[src/hdl/sbc_pkg.sv]
`timescale 1ns / 1ps
// Shared constants and control/status types for the stereo bitcrusher.
// No dependencies; used by sbc_ctrl, sbc_dp and the top level.
package sbc_pkg;

  localparam int SAMPLE_W   = 16;
  localparam int IN_DATA_W  = 136;  // 129 bits of fields, padded to bytes
  localparam int OUT_DATA_W = 32;
  localparam int CFG_ADDR_W = 3;
  localparam int CFG_DATA_W = 17;

  localparam int MIN_BITS  = 1;
  localparam int BITS_CEIL = 16;
  localparam int MIN_RATE  = 64;
  localparam int ONE_Q16   = 65536;

  localparam int DIV_STEPS = 17;
  localparam int CNT_W     = $clog2(DIV_STEPS);

  localparam logic [4:0]  RST_MAX_BITS = 5'd8;
  localparam logic [16:0] RST_RATE     = 17'd16384;
  localparam logic [16:0] RST_CHAOS    = 17'd0;
  localparam logic [15:0] RST_GAIN     = 16'd4096;
  localparam logic [16:0] RST_WET      = 17'd32768;
  localparam logic [16:0] RST_PHASE    = 17'd65536;

  localparam logic [CFG_ADDR_W-1:0] REG_MAX_BITS = 3'd0;
  localparam logic [CFG_ADDR_W-1:0] REG_RATE     = 3'd1;
  localparam logic [CFG_ADDR_W-1:0] REG_CHAOS    = 3'd2;
  localparam logic [CFG_ADDR_W-1:0] REG_GAIN     = 3'd3;
  localparam logic [CFG_ADDR_W-1:0] REG_WET      = 3'd4;

  typedef struct packed {
    logic load;
    logic chaos_mul;
    logic draw;
    logic phase;
    logic q_mul;
    logic q_init;
    logic div_step;
    logic hold;
    logic mix1;
    logic mix2;
    logic mix3;
    logic out_load;
  } cmd_t;

  typedef struct packed {
    logic capture;
  } sts_t;

endpackage

[src/hdl/sbc_ctrl.sv]
`timescale 1ns / 1ps
// Sequencer for the bitcrusher: steps the datapath through one item and
// owns the input/output handshakes. Depends on sbc_pkg.
module sbc_ctrl (
  input  logic          clk,
  input  logic          rst,
  input  logic          s_tvalid,
  output logic          s_tready,
  output logic          m_tvalid,
  input  logic          m_tready,
  input  sbc_pkg::sts_t sts,
  output sbc_pkg::cmd_t cmd
);

  typedef enum logic [11:0] {
    S_IDLE  = 12'b0000_0000_0001,
    S_CHAOS = 12'b0000_0000_0010,
    S_DRAW  = 12'b0000_0000_0100,
    S_PHASE = 12'b0000_0000_1000,
    S_QMUL  = 12'b0000_0001_0000,
    S_QNUM  = 12'b0000_0010_0000,
    S_DIV   = 12'b0000_0100_0000,
    S_HOLD  = 12'b0000_1000_0000,
    S_MIX1  = 12'b0001_0000_0000,
    S_MIX2  = 12'b0010_0000_0000,
    S_MIX3  = 12'b0100_0000_0000,
    S_OUT   = 12'b1000_0000_0000
  } state_t;

  localparam logic [sbc_pkg::CNT_W-1:0] CNT_LAST = sbc_pkg::CNT_W'(sbc_pkg::DIV_STEPS - 1);

  state_t                    state, state_next;
  logic [sbc_pkg::CNT_W-1:0] cnt;
  logic                      out_valid;

  assign s_tready = (state == S_IDLE);
  assign m_tvalid = out_valid;

  always_comb begin
    state_next = state;
    cmd        = '0;
    case (state)
      S_IDLE: begin
        if (s_tvalid) begin
          cmd.load   = 1'b1;
          state_next = S_CHAOS;
        end
      end
      S_CHAOS: begin
        cmd.chaos_mul = 1'b1;
        state_next    = S_DRAW;
      end
      S_DRAW: begin
        cmd.draw   = 1'b1;
        state_next = S_PHASE;
      end
      S_PHASE: begin
        cmd.phase  = 1'b1;
        state_next = sts.capture ? S_QMUL : S_HOLD;
      end
      S_QMUL: begin
        cmd.q_mul  = 1'b1;
        state_next = S_QNUM;
      end
      S_QNUM: begin
        cmd.q_init = 1'b1;
        state_next = S_DIV;
      end
      S_DIV: begin
        cmd.div_step = 1'b1;
        if (cnt == CNT_LAST) begin
          state_next = S_HOLD;
        end
      end
      S_HOLD: begin
        cmd.hold   = 1'b1;
        state_next = S_MIX1;
      end
      S_MIX1: begin
        cmd.mix1   = 1'b1;
        state_next = S_MIX2;
      end
      S_MIX2: begin
        cmd.mix2   = 1'b1;
        state_next = S_MIX3;
      end
      S_MIX3: begin
        cmd.mix3   = 1'b1;
        state_next = S_OUT;
      end
      S_OUT: begin
        if (!out_valid || m_tready) begin
          cmd.out_load = 1'b1;
          state_next   = S_IDLE;
        end
      end
      default: begin
        state_next = S_IDLE;
      end
    endcase
  end

  always_ff @(posedge clk) begin
    if (rst) begin
      state     <= S_IDLE;
      cnt       <= '0;
      out_valid <= 1'b0;
    end else begin
      state <= state_next;
      if (state == S_DIV) begin
        cnt <= cnt + 1'b1;
      end else begin
        cnt <= '0;
      end
      if (cmd.out_load) begin
        out_valid <= 1'b1;
      end else if (m_tready) begin
        out_valid <= 1'b0;
      end
    end
  end

  a_no_overwrite: assert property (@(posedge clk) disable iff (rst)
    cmd.out_load |-> (!out_valid || m_tready))
    else $error("output register overwritten while held");

  a_accept_starts: assert property (@(posedge clk) disable iff (rst)
    (s_tvalid && s_tready) |=> (state == S_CHAOS))
    else $error("accepted item did not start processing");

  a_div_length: assert property (@(posedge clk) disable iff (rst)
    (state == S_DIV && cnt == CNT_LAST) |=> (state == S_HOLD))
    else $error("divider ran a wrong number of steps");

  a_out_done: assert property (@(posedge clk) disable iff (rst)
    cmd.out_load |=> (out_valid && state == S_IDLE))
    else $error("result not presented after load");

endmodule

[config.mk]
export PLATFORM = sky130hd
export DESIGN_NAME = sbc_ctrl
export DESIGN_NICKNAME = d
export VERILOG_FILES = /design/src/hdl/sbc_pkg.sv /design/src/hdl/sbc_ctrl.sv
export SDC_FILE = /design/constraint.sdc
export NUM_CORES = 1
export LEC_CHECK = 0
export BUFFER_PORTS_ARGS = -buffer_cell sky130_fd_sc_hd__clkbuf_2
export CAP_MARGIN = 0
export CORE_MARGIN = 2
export CORE_UTILIZATION = 40
export DETAILED_ROUTE_END_ITERATION = 8
export GPL_TIMING_DRIVEN = 0
export SETUP_SLACK_MARGIN = 0.4
export SYNTH_ARGS = -nofsm -noshare
export SYNTH_HDL_FRONTEND = slang
export SYNTH_SLANG_ARGS = --single-unit
[constraint.sdc]
create_clock -name clk -period 2.63 [get_ports clk]
set_input_delay 0.3945 -clock clk [delete_from_list [all_inputs] [get_ports clk]]
set_output_delay 0.3945 -clock clk [all_outputs]
set_load 0.01 [all_outputs]
== Word level (Yosys, flattened, before mapping) ==
Index checks and enable logic that the tools add are counted.

* Mux-type cells: 21
* Add/subtract/negate cells: 1
* Bitwise gates (word level): 1
* Equal/unequal tests: 16
* Reductions and logical operators: 5

{| class="wikitable"
|+ Operators by type and width
! cell !! count
|-
| $pmux W12 S12 || 1
|-
| $mux W12 || 3
|-
| $mux W1 || 16
|-
| $eq A12 B1 Y1 const B || 1
|-
| $eq A12 B10 Y1 const B || 1
|-
| $eq A12 B11 Y1 const B || 1
|-
| $eq A12 B12 Y1 const B || 1
|-
| $eq A12 B2 Y1 const B || 1
|-
| $eq A12 B3 Y1 const B || 1
|-
| $eq A12 B4 Y1 const B || 1
|-
| $eq A12 B5 Y1 const B || 1
|-
| $eq A12 B6 Y1 const B || 1
|-
| $eq A12 B7 Y1 const B || 1
|-
| $eq A12 B8 Y1 const B || 1
|-
| $eq A12 B9 Y1 const B || 1
|-
| $mux W8 || 1
|-
| $ne A2 B2 Y1 const B || 3
|-
| $add A5 B1 Y5 const B || 1
|-
| $eq A5 B5 Y1 const B || 1
|-
| $reduce_and A3 Y1 || 1
|-
| $reduce_bool A2 Y1 || 1
|-
| $reduce_or A2 Y1 || 1
|-
| $logic_not A1 Y1 || 1
|-
| $logic_or A1 B1 Y1 || 1
|-
| $not A1 Y1 || 1
|}

* Input bits: 5
* Register bits: 18
* Output and inout port bits: 14
* Word-level logic and storage cells: 47

== Longest topological paths before layout ==
Gate-level depths: netlist of the first run.

* Depth in word-level cells: 5
* Mapped depth: 6
* Gate-level depth less buffers: 6

== Worst setup path after synthesis of the first run ==
Ideal clock, no wire load.

* Path kind: reg2out
* Start point: reg state[11]
* End point: out cmd[8] in the netlist's numbering
* Required time: 2.236 ns
* Cell stages (with the launch flop): 5
* Setup slack: 0.500 ns
* Data arrival time: 1.735 ns
* Buffers on the path: 0
* Cell sequence: dfxtp_1 > or4_4 > or2_4 > or4_4 > inv_1

{| class="wikitable"
|+ RTL lines
! item !! line !! text
|-
| start, declared || sbc_ctrl.sv:32 || <nowiki>state_t state, state_next;</nowiki>
|-
| start signal, assigned || sbc_ctrl.sv:109 || <nowiki>state <= state_next;</nowiki>
|-
| end, declared || sbc_ctrl.sv:12 || <nowiki>output sbc_pkg::cmd_t cmd</nowiki>
|}

==> results of run 1 <==
## cell usage in the layout (no fill, tap or decap), types with 3 or more instances in the layout
cell type  count
inv_1          7
dfxtp_4        4
buf_2         10
or4_4          3
clkbuf_2       6
nand3_1        4
or2_2          4
nor2_1        12
dfxtp_1       13
clkbuf_4       4
nand2_1        6
xor2_1         4
a21oi_1        4
buf_4         27
buf_6          5
## logic make-up after synthesis
group | Yosys count
simple gates | 65
buf+inv | 10
compound gates | 11
flops | 18
fa+ha+maj | 2
xor+xnor | 5
## state kept, by name, indices dropped and copies added, names as in the netlist
name / count
cnt: 5
state: 12
m_tvalid: 1
## stage by stage
step / utilization / power, uW / worst slack (ns)
final: 0.660 / 529 / 0.144
after floorplan: - / 315 / 0.500
after CTS: 0.579 / 517 / 0.136
after global routing: 0.660 / 549 / 0.0929
after global placement: 0.479 / 331 / 0.360
after detailed placement: 0.479 / 332 / 0.272
## Yosys cell counts, types with 2 or more instances
cell type	number
or2_2	5
and4b_1	2
nor2_1	14
ha_1	2
nor4_1	5
or4_4	2
nor2b_1	2
o21ai_0	2
nor3b_1	3
nor3_1	5
or4b_2	2
a21oi_1	4
dfxtp_1	18
xor2_1	4
nand2_1	7
nand3_1	5
inv_1	8
and4_1	2
## per-layer routing
| metal | track usage | vias up | part of all wire |
|---|---|---|---|
| met5 | 0 | - | 0 |
| met4 | 0.115 | 0 | 0.018 |
| met3 | 0.0400 | 9 | 0.050 |
| met2 | 0.348 | 44 | 0.52 |
| met1 | 0.240 | 493 | 0.41 |
| li1 | - | 497 | - |
## power by group
part / switching [uW] / internal [uW] / total (uW)
Sequential: 2.10 / 272 / 274
Clock: 91.1 / 84.4 / 175
Combinational: 42.1 / 37.9 / 80.0
Total: 135 / 394 / 529
## cell type report
type | count | area, sq um | share of cell area
multi-input cells | 83 | 636 | 0.435
flip-flops and latches | 18 | 377 | 0.258
repair buffers | 47 | 328 | 0.225
clock buffers | 4 | 36.3 | 0.0249
well taps | 28 | 35.0 | 0.0240
inverters | 8 | 30.0 | 0.0206
plain buffers | 2 | 18.8 | 0.0129
## how the worst min path moves through the flow
stage	end
2_1_floorplan	cnt[0]
3_3_place_gp	cnt[0]
3_5_place_dp	cnt[0]
4_1_cts	state[4]
5_1_grt	state[4]
6_report	state[4]
## worst max-delay path, stage by stage (launching register included)
cell,delay [ns]
dfxtp_1,0.42
or4_4,0.45
or2_4,0.25
or4_4,0.52
inv_2,0.07
buf_6,0.09
## repair_timing
item,in CTS,in global routing
buffers inserted,13,16
pin swaps,11,15
setup endpoints to repair,19,18
gates resized for setup,22,29
endpoints found under the hold margin,0,0
==> qor.yml, run 1 <==
timing:
  slew_headroom: 0.719
  holdWs_ns: 0.352
  period_needed_ns: 2.49
  hold_violations: 0
  worst_pin_slew_ns: 0.421
  rsz0062_at_grt: "true"
  fin_tns_setup_ns: 0
  max_freq_mhz: 402
  period_share: 0.945
  finalSetupViolCount: 0
  fin_skew_ns: 0.00395
  drv_slew: 0
critical_path:
  required_ns: 2.24
  r2r-end: "state[5]"
  r2r_start: "state[4]"
  cp-endpoint: "cmd[8]"
  worstPathMaxFanout: 7
  startpoint: "state[8]"
  end_kind: "output port"
  crit_path_start_kind: "flip-flop"
  crit_type: "flip-flop to output port"
  ff2ff_path_depth: 9
  regToRegSetupSlack_ns: 0.44
  arrival_ns: 2.09
global_route:
  grt_pass1_wl_um: 4110
  overflow: 0
  grt_pass1_vias: 914
  grtUsageTotal: 0.206
  antenna_found_initial: 0
  grt_max_degree: 11
finish:
  diodes: 0
  final_nets: 170
  areaGrowthSynthToFinish_pct: 56.4
  n_fill_cell: 186
  post-route-cell-area_sq_um: 1460
  fin_cells: 190
  drive_above_1_share: 0.525
hold_path:
  min_from: "sts"
  hold_depth: 2
  hp-class: "primary input to flip-flop"
yosys:
  yosysUniqueCellTypes: 37
  synth_top_area_share: 0.386
  synthMuxAreaShare: 0
  synthFlopType: "dfxtp_1"
  syn_area_per_cell_sq_um: 8.41
  synth-async-reset-ratio: 0
  synth-edff-count: 0
  synth_fp_nets: 118
  synth-compound-area-share: 0.0724
  synthXorXnorAreaFrac: 0.0469
  syn_inst: 111
  synth_top_family_by_area: "simple AND/OR/NAND/NOR gates"
  syn_area_sq_um: 933
  yosysTopAreaCell: "dfxtp_1"
  synth_seq_cells: 18
  synth_warnings: 0
  ys_seq_area_frac: 0.386
  yosys-top-cells-area: "dfxtp_1 39%, nor2_1 5.6%, xor2_1 3.8%"
  synthAdderAreaFrac: 0.0268
  synthSimpleGateAreaFrac: 0.426
floorplanning:
  die_area_sq_um: 2740
  start_util: 0.422
  io_pins: 19
  rows: 17
  die_y_um: 52.3
  coreArea_sq_um: 2210
  die_width_um: 52.3
cts:
  postCtsHoldBufs: 0
  h-tree-depth: 1
  cts_num_sinks: 18
  clock_path_buffers: 2
  cts_tree: "done"
  clockRootBuffer: "clkbuf_4"
  clk_latency_ns: 0.30
  clk_pin_slew_worst_paths_ns: 0.11
  cts_buffers: 3
placement:
  placedInstanceArea_sq_um: 1060
  place.gp.congestion: 0.845
  io_buffers: 18
  numPlacedInstances: 157
  dp_hpwl_um: 1550
route:
  drt_wl_total_um: 2860
  drt_iter0_drc: 24
  drc: 0
  vias_per_cell: 5.49
  firstDrtPassIters: 4
  vias: 1043
  ant_nets: 0
  wire_per_inst_um: 15.0
job:
  maxCapViolCount: 0
outcome:
  status: "finished clean"
power:
  ir_drop_v: 0.000321
  p_per_area_nw_per_um2: 362
  p_leak_uw: 0.000680
No activity file was read; power rests on OpenSTA's default activity.
==> run 2, diff against run 1 <==
CTS_BUF_LIST = sky130_fd_sc_hd__clkbuf_8 sky130_fd_sc_hd__clkbuf_16   (was not set)
==> run 2 against run 1 <==
Net effect: clock power is 31% higher; sequential power about the same; sequential share of layout area increased by 0.21 points; die area stayed put; clock-buffer cell count unchanged; flip-flop and latch count stayed put; routed wire length down 6.9%.
==> qor.yml, run 2 (same netlist as run 1, synthesis figures left out) <==
cts:
  clk_latency_ns: 0.25  # -0.05 ns
  clk_pin_slew_worst_paths_ns: 0.07  # -0.04 ns
  cts_buffers: 3  # unchanged
  h-tree-depth: 1  # unchanged
  clock_path_buffers: 2  # unchanged
  cts_tree: "done"
  postCtsHoldBufs: 0  # unchanged
  cts_num_sinks: 18  # unchanged
  clockRootBuffer: "clkbuf_8"
route:
  drt_iter0_drc: 19  # -21%
  wire_per_inst_um: 14.3  # -4.9%
  vias: 1002  # -3.9%
  vias_per_cell: 5.39  # -1.9%
  firstDrtPassIters: 4  # unchanged
  ant_nets: 0  # unchanged
  drt_wl_total_um: 2660  # -6.9%
  drc: 0  # unchanged
global_route:
  antenna_found_initial: 0  # unchanged
  grtUsageTotal: 0.187  # -0.0185
  grt_pass1_vias: 878  # -3.9%
  grt_max_degree: 11  # unchanged
  grt_pass1_wl_um: 3770  # -8.1%
  overflow: 0  # unchanged
timing:
  fin_tns_setup_ns: 0  # unchanged
  finalSetupViolCount: 0  # unchanged
  rsz0062_at_grt: "true"
  drv_slew: 0  # unchanged
  worst_pin_slew_ns: 0.370  # -0.0512 ns
  hold_violations: 0  # unchanged
  period_needed_ns: 2.46  # -0.0308 ns
  fin_skew_ns: 0.000814  # -0.00313 ns
  slew_headroom: 0.751  # +0.0322
  setup_slack_ns: 0.174  # +0.0308 ns
  period_share: 0.934  # -0.0117
  max_freq_mhz: 407  # +1.3%
critical_path:
  ff2ff_path_depth: 10  # +1
  worstPathMaxFanout: 2  # -5
  arrival_ns: 2.06  # -0.03 ns
  r2r_start: "state[4]"
  r2r-end: "state[5]"
  regToRegSetupSlack_ns: 0.48  # +0.04 ns
  required_ns: 2.24  # about the same
  crit_path_start_kind: "flip-flop"
  crit_type: "flip-flop to output port"
  end_kind: "output port"
power:
  p_leak_uw: 0.000668  # -1.8%
  ir_drop_v: 0.000380  # +18%
  p_seq_frac: 0.471  # -0.046
  p_int_uw: 444  # +13%
  p_per_area_nw_per_um2: 405  # +12%
  p_sw_uw: 139  # +2.8%
  swShare: 0.239  # -0.0172
  p_clk_frac: 0.392  # +0.060
  p_comb_frac: 0.137  # -0.014
hold_path:
  min_from: "rst"
  hold_depth: 2  # unchanged
  min_to: "state[11]"
  hp-class: "primary input to flip-flop"
finish:
  final_nets: 166  # -2.4%
  layout_commonest_cell: "buf_4"
  drive_above_1_share: 0.513  # -0.0120
  diodes: 0  # unchanged
  largest_register_ffs: 12  # unchanged
  top_register: "state"
  final_cell_mix: "24 x buf_4, 13 x dfxtp_1, 12 x nor2_1"
  areaGrowthSynthToFinish_pct: 54.2
floorplanning:
  coreArea_sq_um: 2210  # unchanged
  die_width_um: 52.3  # unchanged
  io_pins: 19  # unchanged
  die_area_sq_um: 2740  # unchanged
  start_util: 0.422  # unchanged
  die_y_um: 52.3  # unchanged
  rows: 17  # unchanged
job:
  maxCapViolCount: 0  # unchanged
placement:
  dp_hpwl_um: 1550  # unchanged
  pre_cts_slack_ns: 0.272  # unchanged
  place.gp.congestion: 0.845  # unchanged
  io_buffers: 18  # unchanged
outcome:
  status: "finished clean"
-- run 2: cell count changes in the layout (fill, tap and decap cells not counted), sizes merged --
| cell | before | now |
|---|---|---|
| clkbuf | 11 | 12 |
| buf | 42 | 37 |
-- run 2: critical path, cell delays in order, from the launching register on --
cell and delay, ns:
dfxtp_4 0.35, or4_4 0.51, or2_4 0.25, or4_4 0.54
inv_2 0.07, buf_6 0.09
-- run 2: layout make-up --
| cell class | count | area [sq um] |
|---|---|---|
| Fill cell | 191 | 773 |
| Multi-Input combinational cell | 83 | 628 |
| Sequential cell | 18 | 374 |
| Timing Repair Buffer | 43 | 298 |
| Clock buffer | 4 | 55.1 |
| Tap cell | 28 | 35.0 |
| Inverter | 8 | 30.0 |
| Buffer | 2 | 18.8 |
-- run 2: worst max-delay path by stage --
stage          startpoint  endpoint  slack (ns)  cells after the start
2_1_floorplan   state[11]    cmd[8]        0.50                      4
3_3_place_gp     state[0]    cmd[3]        0.36                      5
3_5_place_dp     state[0]  state[5]        0.27                      6
4_1_cts         state[11]    cmd[8]        0.19                      5
5_1_grt          state[8]    cmd[8]        0.14                      5
6_report        state[11]    cmd[8]        0.17                      5
-- run 2: metal layers --
| layer | share of wire | wire (um) | global-route usage | vias to the layer above |
|---|---|---|---|---|
| met2 | 0.51 | 1370 | 0.321 | 15 |
| met3 | 0.022 | 59 | 0.0286 | 9 |
| li1 | - | - | - | 487 |
| met1 | 0.43 | 1140 | 0.222 | 491 |
| met4 | 0.033 | 87 | 0.0983 | 0 |
| met5 | 0 | 0 | 0 | - |
-- run 2: power by group through the flow --
stage	clock (uW)	sequential (uW)	combinational [uW]
floorplan	0	283	31.5
global placement	0	284	47.3
detailed placement	0	284	48.1
CTS	234	277	55.8
global route	241	275	86.0
finish	229	275	79.8
-- run 2: repair_timing --
action | 4_1_cts | 5_1_grt
endpoints found under the setup margin | 15 | 15
gates resized for setup | 17 | 34
endpoints found under the hold margin | 0 | 0
buffers inserted | 11 | 14
pin swaps | 8 | 15
-- run 2: through the flow --
| stage | std cells | cell area, sq um | hold slack (ns) | power (uW) | util |
|---|---|---|---|---|---|
| 2_1_floorplan | 111 | 933 | 0.430 | 315 | - |
| 3_3_place_gp | 157 | 1060 | 0.448 | 331 | 0.479 |
| 3_5_place_dp | 157 | 1060 | 0.460 | 332 | 0.479 |
| 4_1_cts | 172 | 1260 | 0.393 | 566 | 0.571 |
| 5_1_grt | 186 | 1440 | 0.414 | 602 | 0.650 |
| 6_report | 186 | 1440 | 0.407 | 583 | 0.650 |
